File: src/design/mrb_pkg.sv
package mrb_pkg;

  localparam int unsigned MAX_COILS = 2000;
  localparam int unsigned MAX_REGS  = 125;
  localparam logic [7:0]  SLAVE_MAX = 8'd247;

  // Function codes
  localparam logic [7:0] FC_RD_COILS   = 8'h01;
  localparam logic [7:0] FC_RD_DISC    = 8'h02;
  localparam logic [7:0] FC_RD_HOLD    = 8'h03;
  localparam logic [7:0] FC_RD_INPUT   = 8'h04;
  localparam logic [7:0] FC_WR_COIL    = 8'h05;
  localparam logic [7:0] FC_WR_REG     = 8'h06;
  localparam logic [7:0] FC_WR_COILS   = 8'h0F;
  localparam logic [7:0] FC_WR_REGS    = 8'h10;

  localparam logic [7:0] COIL_ON_BYTE  = 8'hFF;

  localparam logic [15:0] CRC_INIT     = 16'hFFFF;
  localparam logic [15:0] CRC_POLY     = 16'hA001;

  // Result status codes
  localparam logic [1:0] ST_OK        = 2'd0;
  localparam logic [1:0] ST_BAD_SLAVE = 2'd1;
  localparam logic [1:0] ST_BAD_QTY   = 2'd2;
  localparam logic [1:0] ST_NO_REQ    = 2'd3;

  localparam int unsigned CMD_BYTES  = 8;
  localparam int unsigned CMDQ_DEPTH = 2;
  localparam int unsigned CMDQ_AW    = $clog2(CMDQ_DEPTH);
  localparam int unsigned CMDQ_CW    = $clog2(CMDQ_DEPTH + 1);

  typedef struct packed {
    logic        kind;
    logic [7:0]  slave_id;
    logic [7:0]  func_code;
    logic [15:0] start_address;
    logic [15:0] quantity;
    logic [15:0] value;
  } in_item_t;

  typedef struct packed {
    logic [7:0] out_byte;
    logic       byte_valid;
    logic [1:0] status;
    logic       frame_end;
  } result_t;

  // One unit of work for the byte sequencer: data bytes, then an optional CRC, or an error status.
  typedef struct packed {
    logic [CMD_BYTES-1:0][7:0] bytes;
    logic [2:0]                nbytes;
    logic                      restart;
    logic                      send_crc;
    logic [1:0]                status;
  } cmd_t;

  typedef enum logic [4:0] {
    PK_NONE  = 5'b00001,
    PK_SCOIL = 5'b00010,
    PK_SREG  = 5'b00100,
    PK_MCOIL = 5'b01000,
    PK_MREG  = 5'b10000
  } pend_t;

  function automatic logic [15:0] crc_byte(input logic [15:0] crc_in, input logic [7:0] b);
    logic [15:0] c;
    c = crc_in ^ {8'h00, b};
    for (int i = 0; i < 8; i++) begin
      c = c[0] ? ((c >> 1) ^ CRC_POLY) : (c >> 1);
    end
    return c;
  endfunction

endpackage

File: src/design/modbus_rtu_request_builder.sv
// Channel   Direction  Handshake                  Payload
// in_*      input      in_push / in_full          mrb_pkg::in_item_t (header or value)
// out_*     output     out_empty / out_pop        mrb_pkg::result_t  (one frame byte or error)
//
// An input transaction is classified in the cycle it is accepted and becomes at most one
// command in a two-entry queue; the byte sequencer then sends one result per cycle unless
// the output stalls, so a command yields one to eight results (eight for a read with CRC).
// The sequencer, with its CRC update of one byte per unstalled cycle, sets the throughput.
// Reset clears the pending request, the queue, the CRC and the output valid flag.
// A stalled output holds its result; the queue keeps taking input until it is full.
module modbus_rtu_request_builder (
  input  logic              clk,
  input  logic              rst_n,
  input  logic              in_push,
  output logic              in_full,
  input  mrb_pkg::in_item_t in_item,
  output logic              out_empty,
  input  logic              out_pop,
  output mrb_pkg::result_t  out_result
);
  import mrb_pkg::*;

  logic    accept;
  logic    cmd_push, q_full, q_nempty, q_pop, res_vld;
  cmd_t    cmd_in, cmd_head;

  // The front updates its request state on every accepted transaction, independent
  // of how far the sequencer has got, so header and value items can arrive back to back.
  assign accept    = in_push && !q_full;
  assign in_full   = q_full;
  assign out_empty = !res_vld;

  mrb_front u_front (
    .clk      (clk),
    .rst_n    (rst_n),
    .accept   (accept),
    .item     (in_item),
    .cmd_push (cmd_push),
    .cmd      (cmd_in)
  );

  mrb_cmdq u_cmdq (
    .clk      (clk),
    .rst_n    (rst_n),
    .push     (cmd_push),
    .push_cmd (cmd_in),
    .pop      (q_pop),
    .full     (q_full),
    .nempty   (q_nempty),
    .head     (cmd_head)
  );

  // The sequencer owns the running CRC; a command that opens a frame restarts it.
  mrb_back u_back (
    .clk     (clk),
    .rst_n   (rst_n),
    .cmd_vld (q_nempty),
    .cmd     (cmd_head),
    .cmd_pop (q_pop),
    .res_pop (out_pop && res_vld),
    .res_vld (res_vld),
    .res     (out_result)
  );

endmodule

File: src/design/mrb_front.sv
module mrb_front (
  input  logic              clk,
  input  logic              rst_n,
  input  logic              accept,
  input  mrb_pkg::in_item_t item,
  output logic              cmd_push,
  output mrb_pkg::cmd_t     cmd
);
  import mrb_pkg::*;

  pend_t       pend_r, pend_nxt;
  logic [10:0] left_r, left_nxt;
  logic [7:0]  pack_r, pack_nxt;
  logic [2:0]  pos_r, pos_nxt;

  logic [7:0]  fc;
  logic        is_write, is_multi, is_coil, qty_ok;
  logic [15:0] qty;
  logic [16:0] qty_p7;
  logic [7:0]  byte_cnt, pack_new;
  logic [2:0]  pos_new;
  logic [10:0] left_dec;

  always_comb begin
    unique case (item.func_code) inside
      FC_RD_COILS, FC_RD_DISC, FC_RD_HOLD, FC_RD_INPUT,
      FC_WR_COIL, FC_WR_REG, FC_WR_COILS, FC_WR_REGS: fc = item.func_code;
      default:                                        fc = FC_RD_HOLD;
    endcase
    is_write = (fc == FC_WR_COIL) || (fc == FC_WR_REG) ||
               (fc == FC_WR_COILS) || (fc == FC_WR_REGS);
    is_multi = (fc == FC_WR_COILS) || (fc == FC_WR_REGS);
    is_coil  = (fc == FC_RD_COILS) || (fc == FC_RD_DISC) ||
               (fc == FC_WR_COIL) || (fc == FC_WR_COILS);
    qty      = (is_write && !is_multi) ? 16'd1 : item.quantity;
    qty_ok   = (qty != 16'd0) &&
               (qty <= (is_coil ? 16'(MAX_COILS) : 16'(MAX_REGS)));
    qty_p7   = {1'b0, qty} + 17'd7;
    byte_cnt = is_coil ? qty_p7[10:3] : {qty[6:0], 1'b0};
    pack_new = pack_r | ((item.value != 16'd0) ? (8'd1 << pos_r) : 8'd0);
    pos_new  = pos_r + 3'd1;
    left_dec = left_r - 11'd1;
  end

  always_comb begin
    pend_nxt = pend_r;
    left_nxt = left_r;
    pack_nxt = pack_r;
    pos_nxt  = pos_r;
    cmd      = '0;
    cmd_push = 1'b0;
    if (accept) begin
      cmd_push = 1'b1;
      if (!item.kind) begin
        pend_nxt = PK_NONE;
        left_nxt = '0;
        pack_nxt = '0;
        pos_nxt  = '0;
        if (item.slave_id == 8'd0 || item.slave_id > SLAVE_MAX) begin
          cmd.status = ST_BAD_SLAVE;
        end else if (!qty_ok) begin
          cmd.status = ST_BAD_QTY;
        end else begin
          cmd.restart  = 1'b1;
          cmd.bytes[0] = item.slave_id;
          cmd.bytes[1] = fc;
          cmd.bytes[2] = item.start_address[15:8];
          cmd.bytes[3] = item.start_address[7:0];
          cmd.bytes[4] = qty[15:8];
          cmd.bytes[5] = qty[7:0];
          cmd.bytes[6] = byte_cnt;
          if (!is_write) begin
            cmd.nbytes   = 3'd6;
            cmd.send_crc = 1'b1;
          end else if (!is_multi) begin
            cmd.nbytes = 3'd4;
            pend_nxt   = is_coil ? PK_SCOIL : PK_SREG;
            left_nxt   = 11'd1;
          end else begin
            cmd.nbytes = 3'd7;
            pend_nxt   = is_coil ? PK_MCOIL : PK_MREG;
            left_nxt   = qty[10:0];
          end
        end
      end else begin
        unique case (pend_r)
          PK_SCOIL: begin
            cmd.bytes[0] = (item.value != 16'd0) ? COIL_ON_BYTE : 8'h00;
            cmd.bytes[1] = 8'h00;
            cmd.nbytes   = 3'd2;
            cmd.send_crc = 1'b1;
            pend_nxt     = PK_NONE;
            left_nxt     = '0;
          end
          PK_SREG: begin
            cmd.bytes[0] = item.value[15:8];
            cmd.bytes[1] = item.value[7:0];
            cmd.nbytes   = 3'd2;
            cmd.send_crc = 1'b1;
            pend_nxt     = PK_NONE;
            left_nxt     = '0;
          end
          PK_MREG: begin
            cmd.bytes[0] = item.value[15:8];
            cmd.bytes[1] = item.value[7:0];
            cmd.nbytes   = 3'd2;
            cmd.send_crc = (left_dec == 11'd0);
            left_nxt     = left_dec;
            if (left_dec == 11'd0) begin
              pend_nxt = PK_NONE;
            end
          end
          PK_MCOIL: begin
            left_nxt = left_dec;
            if (pos_new == 3'd0 || left_dec == 11'd0) begin
              cmd.bytes[0] = pack_new;
              cmd.nbytes   = 3'd1;
              cmd.send_crc = (left_dec == 11'd0);
              pack_nxt     = '0;
              pos_nxt      = '0;
              if (left_dec == 11'd0) begin
                pend_nxt = PK_NONE;
              end
            end else begin
              // A coil that only adds a bit to the byte being packed.
              cmd_push = 1'b0;
              pack_nxt = pack_new;
              pos_nxt  = pos_new;
            end
          end
          default: begin
            cmd.status = ST_NO_REQ;
            pend_nxt   = PK_NONE;
            left_nxt   = '0;
            pack_nxt   = '0;
            pos_nxt    = '0;
          end
        endcase
      end
    end
  end

  always_ff @(posedge clk) begin
    if (!rst_n) begin
      pend_r <= PK_NONE;
      left_r <= '0;
      pack_r <= '0;
      pos_r  <= '0;
    end else begin
      pend_r <= pend_nxt;
      left_r <= left_nxt;
      pack_r <= pack_nxt;
      pos_r  <= pos_nxt;
    end
  end

endmodule

File: src/design/mrb_cmdq.sv
module mrb_cmdq (
  input  logic          clk,
  input  logic          rst_n,
  input  logic          push,
  input  mrb_pkg::cmd_t push_cmd,
  input  logic          pop,
  output logic          full,
  output logic          nempty,
  output mrb_pkg::cmd_t head
);
  import mrb_pkg::*;

  cmd_t                 mem_r [CMDQ_DEPTH];
  logic [CMDQ_AW-1:0]   wr_r, wr_nxt, rd_r, rd_nxt;
  logic [CMDQ_CW-1:0]   cnt_r, cnt_nxt;

  assign full   = (cnt_r == CMDQ_CW'(CMDQ_DEPTH));
  assign nempty = (cnt_r != '0);
  assign head   = mem_r[rd_r];

  always_comb begin
    wr_nxt  = wr_r;
    rd_nxt  = rd_r;
    cnt_nxt = cnt_r;
    if (push) begin
      wr_nxt = (wr_r == CMDQ_AW'(CMDQ_DEPTH - 1)) ? '0 : wr_r + 1'b1;
    end
    if (pop) begin
      rd_nxt = (rd_r == CMDQ_AW'(CMDQ_DEPTH - 1)) ? '0 : rd_r + 1'b1;
    end
    if (push && !pop) begin
      cnt_nxt = cnt_r + 1'b1;
    end else if (pop && !push) begin
      cnt_nxt = cnt_r - 1'b1;
    end
  end

  always_ff @(posedge clk) begin
    if (!rst_n) begin
      wr_r  <= '0;
      rd_r  <= '0;
      cnt_r <= '0;
    end else begin
      wr_r  <= wr_nxt;
      rd_r  <= rd_nxt;
      cnt_r <= cnt_nxt;
    end
  end

  always_ff @(posedge clk) begin
    if (push) begin
      mem_r[wr_r] <= push_cmd;
    end
  end

endmodule

File: src/design/mrb_back.sv
module mrb_back (
  input  logic             clk,
  input  logic             rst_n,
  input  logic             cmd_vld,
  input  mrb_pkg::cmd_t    cmd,
  output logic             cmd_pop,
  input  logic             res_pop,
  output logic             res_vld,
  output mrb_pkg::result_t res
);
  import mrb_pkg::*;

  logic [2:0]  idx_r, idx_nxt;
  logic [15:0] crc_r, crc_nxt, crc_cur;
  logic        vld_r, vld_nxt;
  result_t     res_r, res_nxt, step_res;
  logic [3:0]  total;
  logic        last, emit, is_data, is_lo;
  logic [7:0]  data_byte;

  assign res_vld = vld_r;
  assign res     = res_r;

  always_comb begin
    total     = (cmd.status != ST_OK) ? 4'd1
              : {1'b0, cmd.nbytes} + (cmd.send_crc ? 4'd2 : 4'd0);
    last      = ({1'b0, idx_r} == total - 4'd1);
    emit      = cmd_vld && (!vld_r || res_pop);
    cmd_pop   = emit && last;
    crc_cur   = (cmd.restart && idx_r == 3'd0) ? CRC_INIT : crc_r;
    is_data   = (idx_r < cmd.nbytes);
    is_lo     = (idx_r == cmd.nbytes);
    data_byte = cmd.bytes[idx_r];

    if (cmd.status != ST_OK) begin
      step_res = '{out_byte: 8'h00, byte_valid: 1'b0, status: cmd.status, frame_end: 1'b1};
    end else if (is_data) begin
      step_res = '{out_byte: data_byte, byte_valid: 1'b1, status: ST_OK, frame_end: 1'b0};
    end else if (is_lo) begin
      step_res = '{out_byte: crc_cur[7:0], byte_valid: 1'b1, status: ST_OK, frame_end: 1'b0};
    end else begin
      step_res = '{out_byte: crc_cur[15:8], byte_valid: 1'b1, status: ST_OK, frame_end: 1'b1};
    end

    idx_nxt = idx_r;
    crc_nxt = crc_r;
    vld_nxt = vld_r;
    res_nxt = res_r;
    if (res_pop) begin
      vld_nxt = 1'b0;
    end
    if (emit) begin
      vld_nxt = 1'b1;
      res_nxt = step_res;
      idx_nxt = last ? 3'd0 : idx_r + 3'd1;
      if (cmd.status != ST_OK || (!is_data && !is_lo)) begin
        crc_nxt = CRC_INIT;
      end else if (is_data) begin
        crc_nxt = crc_byte(crc_cur, data_byte);
      end else begin
        crc_nxt = crc_cur;
      end
    end
  end

  always_ff @(posedge clk) begin
    if (!rst_n) begin
      idx_r <= '0;
      crc_r <= CRC_INIT;
      vld_r <= 1'b0;
    end else begin
      idx_r <= idx_nxt;
      crc_r <= crc_nxt;
      vld_r <= vld_nxt;
    end
  end

  always_ff @(posedge clk) begin
    res_r <= res_nxt;
  end

endmodule

File: config.mk
export PLATFORM = sky130hd
export DESIGN_NAME = modbus_rtu_request_builder
export DESIGN_NICKNAME = d
export VERILOG_FILES = /design/src/design/mrb_pkg.sv /design/src/design/modbus_rtu_request_builder.sv /design/src/design/mrb_front.sv /design/src/design/mrb_cmdq.sv /design/src/design/mrb_back.sv
export SDC_FILE = /design/constraint.sdc
export NUM_CORES = 1
export LEC_CHECK = 0
export ABC_CLOCK_PERIOD_IN_PS = 10100
export BUFFER_PORTS_ARGS = -buffer_cell sky130_fd_sc_hd__buf_2
export CORE_MARGIN = 2
export CORE_UTILIZATION = 45
export CTS_BUF_LIST = sky130_fd_sc_hd__clkbuf_8
export DETAILED_ROUTE_END_ITERATION = 8
export PLACE_DENSITY = 0.73
export SETUP_SLACK_MARGIN = 0.5
export SYNTH_ARGS = -nofsm -noshare
export SYNTH_HDL_FRONTEND = slang
export SYNTH_HIERARCHICAL = 1
export SYNTH_SLANG_ARGS = --single-unit
export TNS_END_PERCENT = 5
File: constraint.sdc
create_clock -name clk -period 10.1 [get_ports clk]
set_input_delay 0 -clock clk [delete_from_list [all_inputs] [get_ports clk]]
set_output_delay 0 -clock clk [all_outputs]
set_load 0.005 [all_outputs]
# == Word level (Yosys, flattened, before mapping) ==
# Memory sizes are Yosys's and may differ from the RTL's. A register that Yosys moved wholly into a read port is not among the register bits.
# Index checks and enable logic that the tools add are counted.
# classes
addsub,10
n_lt_le_gt_ge,4
n_eq_ne,23
shift,1
n_mux,79
n_bitwise,10
reduce_logical,46
# ops
op,count
16-bit 2-to-1 mux,12
61-bit 2-to-1 mux,2
11-bit 2-to-1 mux,8
8-bit 2-to-1 mux,8
63-bit 2-to-1 mux,1
"8-bit by 3-bit == test with 1-bit output, second input constant",5
40-bit 2-to-1 mux,1
5-bit 2-to-1 mux,8
11-bit one-hot mux with 3 select lines,1
16-bit nonzero test,2
8-bit binary-select mux with 3-bit select,1
"8-bit by 2-bit == test with 1-bit output, second input constant",3
12-bit 2-to-1 mux,2
2-bit NOT with 3-bit output,8
3-bit 2-to-1 mux,7
19-bit 2-to-1 mux,1
"8-bit by 1-bit == test with 1-bit output, second input constant",2
"8-bit by 4-bit == test with 1-bit output, second input constant",2
"8-bit by 5-bit == test with 1-bit output, second input constant",2
16-bit by 11-bit less-or-equal comparator with 1-bit output,1
8-bit one-hot mux with 2 select lines,1
16-bit by 8-bit bitwise XOR with 16-bit output,1
1-bit 2-to-1 mux,15
2-bit 2-to-1 mux,7
38 further kinds,72
# totals
ff_bits,63
ramBits,126
inputBits,69
wordCells,188
memories,1
# memory_table
memory,depth,width,rd,rd_ports_with_merged_regs,write_ports,line_no,source
u_cmdq.mem_r,2,63,1,1,1,mrb_cmdq.sv:13,cmd_t mem_r [CMDQ_DEPTH];

# == Longest topological paths before layout ==
# depth
ltp_word,22
depth_mapped,17
ltp_nobuf,14

# == Hierarchy ==
# Netlist, hierarchy kept.
# modules_own_cells
module,instances,cells_each,area_per_inst_um2,seq_area_each_um2
mrb_cmdq,1,243,5368.9,4364.2
mrb_front,1,483,3310.7,540.5
mrb_back,1,243,2512.4,760.7
modbus_rtu_request_builder,1,3,18.8,0.0

# == Least setup slack after synthesis ==
# Ideal clock, no wire load.
# synth_path
path_kind,register to register
start,register u_front.left_r[0]
end,memory u_cmdq/mem_r[0][0] (netlist bit) (enable)
setup_time_ns,0.510
arrival_ns,5.664
required_time_ns,9.590
path_slack_ns,3.926
path_stages_with_launch,11
n_path_buf,1
period_less_slack_ns,6.174
cell_sequence,dfxtp_1 clkbuf_1 inv_1 ha_1 nor3b_2 nand2_1 or4b_2 a31oi_1 nor3b_1 nor2_1 nor2b_1
# synth_between
elab_chain_len,9
# synth_rtl
item,line_no,source
start: declaration,mrb_front.sv:12,"logic [10:0] left_r, left_nxt;"
start signal: assignment,mrb_front.sv:151,left_r <= left_nxt;
11-bit by 1-bit subtractor with 11-bit output,mrb_front.sv:42,left_dec = left_r - 11'd1;
11-bit logical NOT,mrb_front.sv:115,if (pos_new == 3'd0 || left_dec == 11'd0) begin
1-bit logical OR,mrb_front.sv:115,
1-bit 2-to-1 mux,mrb_front.sv:115,
1-bit 2-to-1 mux,mrb_front.sv:86,unique case (pend_r)
1-bit 2-to-1 mux,mrb_front.sv:54,if (!item.kind) begin
1-bit 2-to-1 mux,mrb_front.sv:52,if (accept) begin
named net cmd_push,modbus_rtu_request_builder.sv:24,"logic cmd_push, q_full, q_nempty, q_pop, res_vld;"
1-bit 2-to-1 mux,mrb_cmdq.sv:51,if (push) begin
1-bit 2-to-1 mux (implied by the code),mrb_cmdq.sv:52,mem_r[wr_r] <= push_cmd;
end: declaration,mrb_cmdq.sv:13,
# The timed path passes the listed nets, and every way through them passes these cells.

==> Implementation_results.wiki <==
{| class="wikitable"
! Metric !! Value
|-
| Post-layout min period || between 4 and 5 ns
|-
| Aggregate global routing overflow || 0
|-
| Initial standard-cell utilization of the core || around 46%
|-
| Drt drc || 0
|-
| Clock-pin slew on the worst setup and hold paths || 0.06 ns
|-
| Data required time of the worst path || 10.35 ns
|-
| Most frequent cells in the layout || edfxtp_1, buf_2, mux2_2
|-
| Number of iterations in the first detailed-routing pass || 7
|-
| Routed wire length || ~27 mm
|-
| WP buf/inv || 4
|-
| Maximum Capacitance Violations || 0
|-
| Count of flip-flops with a built-in enable after synthesis || 154
|-
| Worst max-slew margin expressed relative to the limit || 24.33%
|-
| Crit path cell chain || dlygate4sd3_1 > buf_2 > or4_4 > or3_4 > and2_1 > ha_1 > nand4_1 > a211o_1 > o21ai_1 > a31oi_2 > o2111ai_2 > inv_2 > a32o_1 > dlygate4sd3_1
|-
| Routability Congestion || slightly above 0.9
|-
| Most used DFF post-synth || edfxtp_1
|-
| Critical path peak fanout || 39
|-
| Worst hold-check path type || input pin to register
|-
| Net count of the finished layout || 1183
|-
| Top Family by Delay on Critical Path || buffers and inverters
|-
| IO buf count || 82
|-
| Total power consumption of the routed design || between 2 and 3 mW
|-
| Clock Tree Buf Depth || 3
|-
| Number of unique standard cell types used by synthesis || 91
|-
| Overall die width || 161.8 um
|-
| Register Area || 0.005667 mm^2
|-
| Fraction of layout cells with a size suffix above 1 || 22.07%
|-
| Pwr Density || 210.8 mW/mm^2
|-
| Signal arrival time at the worst endpoint || 5.13 ns
|-
| Cell at the root of the clock tree || clkbuf_8
|-
| Post-CTS repair timing setup buffer count || 0
|-
| Antenna violations before repair || 0
|-
| Mapped Cells || approximately 970
|-
| Die Outline Area || 0.02619 mm^2
|-
| Sink Count || 206
|-
| Total number of H-tree levels || 2
|-
| Max-slew violation count || 0
|-
| Setup repair after global routing missed its margin || no
|-
| GRT Overall Usage || 20.89%
|-
| Maximum operating frequency || about 200 MHz
|-
| Ant diodes || 0
|-
| Element type at the critical path end || register
|-
| Startpoint kind of the worst setup timing path || input pin
|-
| Transition time at the pin with the least slew margin || 1.135 ns
|-
| Worst setup timing slack at the placement stage || 5.592 ns
|-
| Number of failing hold endpoints at the final stage || 0
|-
| Avg WL per Cell || about 19 um
|-
| Avg Synthesized Cell Area || 11.53 um^2
|-
| I/O pins || 83
|-
| Setup Crit Path Kind || input pin to register
|-
| Number of core rows || 57
|-
| Share of async-settable or async-resettable flops after synthesis || 0%
|-
| Number of fillers in the final layout || 2143
|-
| Number of global-route vias before repair || slightly below 8000
|-
| Min setup slack post-route || roughly 5.2 ns
|-
| Leakage power figure || 4.856 nW
|-
| DRC violation total after the first TritonRoute iteration || 745
|-
| Outcome || complete, no violations
|-
| Final ANT Viol Nets || 0
|-
| Synthesized flop and latch total || 206
|-
| Post-CTS Hold Fix Bufs || 55
|-
| Area of the multi-input gates || 0.005051 mm^2
|-
| Cell with the most instances on the worst path || dlygate4sd3_1
|-
| Cell with the largest stage delay on the worst path || o2111ai_2
|-
| Placement-stage cell area || 0.01171 mm^2
|-
| Final standard cell count with taps included and fillers excluded || 1443
|-
| Wire length of the first global-routing pass || 42.69 mm
|-
| Placed insts || 1323
|-
| Routed via count divided by cell count || approximately 5.7
|-
| Mapped cell area || approximately 0.011 mm^2
|-
| Total CTS buffers || 36
|-
| TritonCTS clock tree || built
|-
| Total non-filler cell area in the finished layout || approximately 0.013 mm^2
|-
| Post-route clock period utilization || 48.36%
|-
| Slowest cell delay on critical path || 0.59 ns
|-
| Synthesis warning total || 6
|-
| Half-perimeter wire length after detailed placement || 18.54 mm
|-
| Clock Skew || 0.04318 ns
|-
| Insertion delay of the later-clocked pin in the worst-skew pair || 0.54 ns
|-
| Signed area change from the synthesized netlist to the final layout || 15.21%
|-
| Setup tns final || 0 ns
|-
| Area of the core || 0.02439 mm^2
|-
| Die span in y || 161.8 um
|-
| Leading cell type in the layout, fill and taps excluded || edfxtp_1
|-
| Total number of vias || 8207
|-
| Share of the yosys chip area belonging to registers || 50.54%
|-
| Largest net degree at the start of global routing || 72
|-
| Post-cts sizing count || 0
|-
| Number of setup violations in the final report || 0
|-
| Worst vdd rail ir drop || 0.1061 mV
|}
-- cell usage after synthesis, types with 11 or more instances --
cell type	count	area, um^2
ha_1	22	275.3
mux2_2	74	833.3
mux4_2	11	247.7
nor3_1	24	120.1
a21oi_1	48	240.2
mux2i_1	14	140.1
nor4_1	13	81.33
inv_1	27	101.4
nand2_1	62	232.7
buf_2	12	60.06
o21ai_0	30	150.1
nand2b_1	14	87.58
buf_4	16	120.1
o22ai_1	22	137.6
xor2_1	18	157.7
edfxtp_1	154	4624
and2_1	34	212.7
xnor2_1	28	245.2
nand3_1	12	60.06
dfxtp_1	52	1041
a21o_1	12	90.09
clkbuf_1	32	120.1
nor2_1	69	259.0
and3_1	11	68.82
-- flip-flops by register name (all words and copies together), names as in the netlist, named ones only --
register	flops
u_cmdq/mem_r	142
u_back/crc_r	16
u_back/res	12
u_front/left_r	11
u_front/pack_r	8
u_front/pend_r	5
u_back/idx_r	3
u_front/pos_r	3
u_cmdq/cnt_r	2
u_back/res_vld	1
u_cmdq/rd_r	1
u_cmdq/wr_r	1
-- worst reg2reg max path, cell delays in order, from the launching register on --
cell	delay, ns
dfxtp_1	0.36
inv_1	0.13
ha_1	0.25
nor3b_2	0.31
nand2_1	0.18
or4b_2	0.63
a31oi_1	0.43
nor3b_1	0.19
nor2_1	0.32
nor2b_4	0.64
buf_4	0.69
-- area by class of cell --
class                           count  share of cell area (%)
Multi-Input combinational cell    672                   39.11
Timing Repair Buffer              146                   7.963
Inverter                           30                  0.8718
Clock buffer                       39                   4.156
Tap cell                          324                   3.139
Sequential cell                   206                   43.87
Clock inverter                     26                  0.8912
-- cell families after synthesis --
group	after synthesis	share of synthesized area, %
muxes	105	12.20
and+or+nand+nor	288	13.44
adders and majority gates	22	2.455
buffers and inverters	106	4.889
DFF	206	50.54
other	1	0.03345
AOI/OAI and AO/OA	192	11.58
xor gates and xnor gates	52	4.866
-- metrics by stage --
stage / hold WS (ns) / util [%]
floorplan: 0.06194 / -
global placement: 0.3095 / 48.03
detailed placement: 0.3163 / 48.03
CTS: 0.01322 / 52.95
global route: 0.01983 / 52.95
finish: 0.03107 / 52.95
-- metal layers --
layer  up-vias  routed length, um  global-route usage (%)
li1       3858                  -                       -
met1      3983              11760                   27.80
met2       303              13200                   34.91
met3        63               1644                   3.039
met4         0                697                   7.603
met5         -                  0                       0
-- worst paths after layout --
path | startpoint | end | slack [ns] | depth (start not counted)
max | in_item[52] | u_cmdq/mem_r[0][18]$_DFFE_PP_ | 5.22 | 14
max reg2reg | u_front/left_r[1]$_SDFFE_PN0P_ | u_cmdq/mem_r[0][30]$_DFFE_PP_ | 5.54 | 10
min reg2reg | u_front/pack_r[2]$_SDFFE_PN0P_ | u_front/pack_r[2]$_SDFFE_PN0P_ | 0.48 | 2
min | in_item[10] | u_cmdq/mem_r[0][9]$_DFFE_PP_ | 0.03 | 4
-- where the power goes --
part           switching [mW]  internal, mW
logic                   0.466         0.451
registers              0.0599          1.05
clock network           0.339         0.357
total                   0.865          1.86
Note: power is estimated with default switching activity, not from simulation.
